**config.mk**
```make
export PLATFORM = sky130hd
export DESIGN_NAME = lzwd_ctrl
export DESIGN_NICKNAME = d
export VERILOG_FILES = /design/src/rtl/lzwd_pkg.sv /design/src/rtl/lzwd_ctrl.sv
export SDC_FILE = /design/constraint.sdc
export NUM_CORES = 1
export LEC_CHECK = 0
export BUFFER_PORTS_ARGS = -buffer_cell sky130_fd_sc_hd__buf_4
export CORE_AREA = 2 2 39 41
export CTS_BUF_LIST = sky130_fd_sc_hd__clkbuf_8
export DETAILED_ROUTE_END_ITERATION = 8
export DIE_AREA = 0 0 41 43
export GPL_ROUTABILITY_DRIVEN = 1
export PLACE_DENSITY_LB_ADDON = 0.3
export SLEW_MARGIN = 10
export SYNTH_ARGS = -nofsm -noshare
export SYNTH_HDL_FRONTEND = slang
export SYNTH_SLANG_ARGS = --single-unit
```
**constraint.sdc**
```tcl
create_clock -name i_clk -period 1.2 [get_ports i_clk]
set_clock_uncertainty 0.2 [all_clocks]
set_input_delay 0.06 -clock i_clk [delete_from_list [all_inputs] [get_ports i_clk]]
set_output_delay 0.06 -clock i_clk [all_outputs]
set_load 0.02 [all_outputs]
```
**src/rtl/lzwd_pkg.sv**
```systemverilog
// Shared types and constants of the LZW code decoder.
// No dependencies; used by lzwd_ctrl, lzwd_dp and lzw_code_decoder.
`timescale 1ns / 1ps
`default_nettype none

package lzwd_pkg;

    localparam int DICT_DEPTH_DEF = 512;
    localparam int CODE_W         = 9;
    localparam int BYTE_W         = 8;
    localparam int NF_W           = 10;
    localparam int ROOTS          = 256;
    localparam int BEAT_BYTES     = 8;
    localparam int BCNT_W         = 4;
    localparam int PCNT_W         = 3;

    // What an incoming code asks for.
    typedef logic [1:0] t_dec;
    localparam t_dec DEC_ERR   = 2'd0;
    localparam t_dec DEC_FIRST = 2'd1;
    localparam t_dec DEC_CODE  = 2'd2;
    localparam t_dec DEC_KWK   = 2'd3;

    typedef struct packed {
        logic accept;
        logic walk;
        logic add;
        logic emit;
        logic err;
    } t_cmd;

    typedef struct packed {
        t_dec dec;
        logic walk_done;
        logic emit_done;
        logic out_free;
    } t_status;

endpackage

`default_nettype wire

```
**src/rtl/lzwd_ctrl.sv**
```systemverilog
// Sequencer of the LZW code decoder: accept, chain walk, dictionary add, emit, or an error beat.
// Depends on lzwd_pkg for the command and status structs.
`timescale 1ns / 1ps
`default_nettype none

module lzwd_ctrl import lzwd_pkg::*; (
    input  wire     i_clk,
    input  wire     i_rst_n,
    input  wire     i_valid,
    output logic    o_stall,
    input  t_status i_status,
    output t_cmd    o_cmd
);

    localparam logic [2:0] S_IDLE = 3'd0;
    localparam logic [2:0] S_WALK = 3'd1;
    localparam logic [2:0] S_ADD  = 3'd2;
    localparam logic [2:0] S_EMIT = 3'd3;
    localparam logic [2:0] S_ERR  = 3'd4;

    logic [2:0] r_state;
    logic [2:0] n_state;

    always_comb begin
        n_state = r_state;
        o_cmd   = '0;
        case (r_state)
            S_IDLE: begin
                if (i_valid) begin
                    o_cmd.accept = 1'b1;
                    case (i_status.dec)
                        DEC_ERR:   n_state = S_ERR;
                        DEC_FIRST: n_state = S_EMIT;
                        default:   n_state = S_WALK;
                    endcase
                end
            end
            S_WALK: begin
                o_cmd.walk = 1'b1;
                if (i_status.walk_done) n_state = S_ADD;
            end
            S_ADD: begin
                o_cmd.add = 1'b1;
                n_state   = S_EMIT;
            end
            S_EMIT: begin
                o_cmd.emit = 1'b1;
                if (i_status.emit_done) n_state = S_IDLE;
            end
            S_ERR: begin
                o_cmd.err = 1'b1;
                if (i_status.out_free) n_state = S_IDLE;
            end
            default: n_state = S_IDLE;
        endcase
    end

    always_ff @(posedge i_clk) begin
        if (!i_rst_n) begin
            r_state <= S_IDLE;
        end else begin
            r_state <= n_state;
        end
    end

    assign o_stall = (r_state != S_IDLE);

endmodule

`default_nettype wire

```
# After elaboration in Yosys (flattened, before gate mapping)
# Cells that the tools add are included.
# Widths: inputs -> output; s select.
[op_classes]
eq_ne = 9
n_mux = 12
reduce_logical = 4
[op_table]
columns = ["cell", "n"]
rows = [
  ["$pmux 3 s5", 1],
  ["$mux 3", 4],
  ["$ne 2x2->1 const B", 4],
  ["$eq 3x2->1 const B", 2],
  ["$mux 1", 6],
  ["$pmux 3 s2", 1],
  ["$reduce_and 4->1", 1],
  ["$eq 3x1->1 const B", 1],
  ["$eq 3x3->1 const B", 1],
  ["$logic_not 3->1", 1],
  ["$reduce_bool 3->1", 1],
  ["$eq 2x1->1 const B", 1],
  ["$logic_not 2->1", 1],
]
[word_totals]
wordCells = 26
regBits = 3
in_bits = 8

# Logic depth before layout (Yosys ltp)
[logic_depth]
ltp_word = 4
ltp_mapped = 4

# Worst setup path before layout
# No wires, ideal clock.
[synth_timing]
path_type = "flip-flop to output port"
from = "reg r_state[1]"
to = "out o_cmd[4] (netlist name)"
path_stages_with_launch = 4
arrival_ns = 1.077
required_ns = 0.940
slack_ns = -0.137
cell_sequence = "dfxtp_1 buf_6 or3_4 nor2_2"
[synth_lines]
columns = ["item", "line", "source"]
rows = [
  ["from (decl)", "lzwd_ctrl.sv:21", "logic [2:0] r_state;"],
  ["from (signal assigned)", "lzwd_ctrl.sv:62", "r_state <= n_state;"],
  ["to (decl)", "lzwd_ctrl.sv:12", "output t_cmd o_cmd"],
]

==> metrics.yaml <==
synth:
  synth_cells: 27
  syn-mean-instance-area_um2: 8.94
  yosysTopAreaCellShare_pct: 24.9
  syn_nets: 35
  synth_cell_type_count: 18
  synth_top_family_by_area: "simple AND/OR/NAND/NOR gates"
  synth_compound_area_share_pct: 13.0
  synth_area_leaders: "dfxtp_1 25%, nor4b_2 12%, nor3b_1 9.3%"
  yosys.area.top_type: "dfxtp_1"
  ys_ff_latch: 3
  synth.area.mux_share_pct: 4.15
  synth_simple_gate_area_share_pct: 48.2
  seq_area_frac_synth_pct: 24.9
  synthAdderAreaFrac_pct: 0
  yosysWarnings: 0
  syn_area_um2: 241
  synthXorXnorAreaFrac_pct: 0
global_route:
  grtUsageTotal_pct: 10.6
  antenna_found_initial: 0
  grt_pass1_wl_um: 1260
  grt_max_degree: 8
  grt_pass1_vias: 311
  grt_overflow: 0
sta:
  fmax_ghz: 0.711
  tightestPinTransition_ns: 0.423
  report.final.setup_viol: 9
  hold_viol: 2
  finalCriticalPeriod_ns: 1.41
  rsz0062_at_grt: "yes"
  report.final.slew_viol_count: 0
  worst_slack_ns: -0.207
  timing.setup.tns_ns: -1.00
  max-slew-margin-rel_pct: 71.6
  fin_crit_sh_pct: 117
  timing.hold.ws_ns: -0.0299
power_and_ir_drop:
  power.switching_w: 0.000187
  p_sw_share_pct: 28.9
  power_density_mw_per_mm2: 1200
  p_leak_nw: 0.245
  vdd_drop_max_mv: 0.743
  p_clk_share_pct: 44.9
  p_seq_share_pct: 19.0
  intPower_w: 0.000459
  comb_power_share_pct: 36.1
place:
  place_congestion: 0.686
  dp_slack_ns: -0.0197
  dp_cells: 60
  placed_cell_area_um2: 403
  hpwl_um: 550
  port_buffers: 13
cells_and_area:
  largest_register_ffs: 3
  final_cells: 67
  final_area_um2: 539
  final_nets: 60
  largest-register: "r_state"
  num_antenna_cells: 0
  area_delta_synth_final_pct: 123
  fillers: 146
  top_regs: "r_state (3)"
  drive_above_1_share_pct: 76.5
floorplanning:
  dieHeight_um: 43
  num_rows: 14
  fp.dieW_um: 41
  num_io_pins: 14
  initial_core_util_pct: 17.5
  fp.coreArea_mm2: 0.00138
  die-area_mm2: 0.00176
job:
  cap_violations: 0
setup_path:
  cp_max_fo: 4
  crit_path_cell_trace: "or3_4 > nor2_4 > buf_6"
  slowest_delay_ns: 0.40
  critPathLaunchType: "register"
  worst-path-buf-inv: 1
  crit_family: "simple AND/OR/NAND/NOR gates"
  arrival_ns: 1.15
  crit_start: "r_state[2]"
  cp_slowest_cell: "or3_4"
  reg2reg_from: "r_state[0]"
  required_ns: 0.94
  worstSetupPathType: "reg2out"
  r2r_slack_ns: -0.15
  end_kind: "output pin"
routing:
  post_drt_wl_per_cell_um: 12.1
  ant_nets: 0
  routed_wl_um: 808
  drcViolationCount: 0
  vias: 296
  drt_iter0_markers: 6
  viasPerCell: 4.42
  first_pass_iters: 2
cts:
  root_buffer: "clkbuf_8"
  hold_buffers: 1
  numCtsBuffers: 3
  clock_path_buffers: 2
  clk_pin_slew_ns: 0.03
  htreeDepth: 1
  clock_sinks: 3
  clock_latency_ns: 0.22
  cts_tree: "done"
outcome:
  status: "complete, but fails checks"
  violations: "hold timing, setup timing"
min_path:
  min_from: "i_status[1]"
  hold_class: "in2reg"
## worst paths after layout
path	depth (start not counted)	end
min	3	r_state[1]
max reg2reg	4	r_state[1]
max	3	o_cmd[4]
min reg2reg	3	r_state[1]
## layout by cell type, fill, tap and decap left out
cell / synthesis / routed
nand2b_1: 2 / 2
dfxtp_2: 0 / 2
dlygate4sd3_1: 0 / 1
mux2i_1: 1 / 1
buf_6: 1 / 6
nor2b_4: 0 / 1
a311oi_2: 0 / 1
clkbuf_8: 0 / 3
or3_4: 1 / 1
o21a_1: 1 / 1
nor3_1: 1 / 1
nor4_1: 2 / 1
o21ai_0: 2 / 2
and3b_2: 1 / 1
nor4_2: 0 / 1
nor2_4: 0 / 1
nor4b_2: 2 / 1
dfxtp_4: 0 / 1
nor3b_2: 0 / 3
nor4b_4: 0 / 1
inv_1: 2 / 3
a21oi_2: 0 / 1
buf_4: 0 / 15
## power by group through the flow
stage / logic (W) / registers, W / clock network (W)
2_1_floorplan: 0.000107 / 0.000117 / 0
3_5_place_dp: 0.000183 / 0.000123 / 0
6_report: 0.000233 / 0.000122 / 0.000290
4_1_cts: 0.000216 / 0.000121 / 0.000296
3_3_place_gp: 0.000183 / 0.000123 / 0
5_1_grt: 0.000251 / 0.000124 / 0.000309
## timing repair
item	4_1_cts	5_1_grt
pin swaps	5	2
endpoints found under the hold margin	3	1
setup buffers	3	0
setup endpoints to repair	6	9
resized for setup	11	7
## kinds of logic (layout without fill, tap and decap cells)
family          after synthesis  in the layout
buf+inv                       4             28
flops                         3              3
simple gates                 14             14
mux                           1              1
compound gates                5              5
## routing by layer
layer / GRT usage (%) / vias up / part of all wire [%]
li1: - / 146 / -
met1: 11.8 / 146 / 37
met2: 16.9 / 4 / 58
met3: 7.85 / 0 / 4.3
met4: 0 / 0 / 0
met5: 0 / - / 0
## synthesized netlist by cell type
cell and n:
nor3_1 1, and3b_2 1, buf_6 1, mux2i_1 1, buf_2 1, o21a_1 1
nor2_2 1, nor4_1 2, dfxtp_1 3, nand2b_1 2, nor2b_1 1, o21ai_0 2
or3_4 1, a311oi_1 1, a21oi_1 1, nor4b_2 2, inv_1 2, nor3b_1 3
## worst reg2reg max path: cells and delay by family (launching register included)
kind            cells  cell delay, ns
simple gates        1            0.37
flops               1            0.35
compound gates      2            0.20
buf+inv             1            0.12
## area by class of cell
type | count | area (um2) | share of cell area (%)
clock buffers | 3 | 41.3 | 7.66
clock inverters | 1 | 3.75 | 0.696
inverters | 2 | 7.51 | 1.39
multi-input cells | 20 | 210 | 39.0
flip-flops and latches | 3 | 66.3 | 12.3
well taps | 16 | 20.0 | 3.71
repair buffers | 22 | 190 | 35.3
## through the flow
step	util, %	total power [W]
floorplan	-	0.000224
global placement	29.1	0.000306
global route	39.0	0.000684
CTS	37.3	0.000633
detailed placement	29.1	0.000306
finish	39.0	0.000645
No activity file was read; power rests on OpenSTA's default activity.
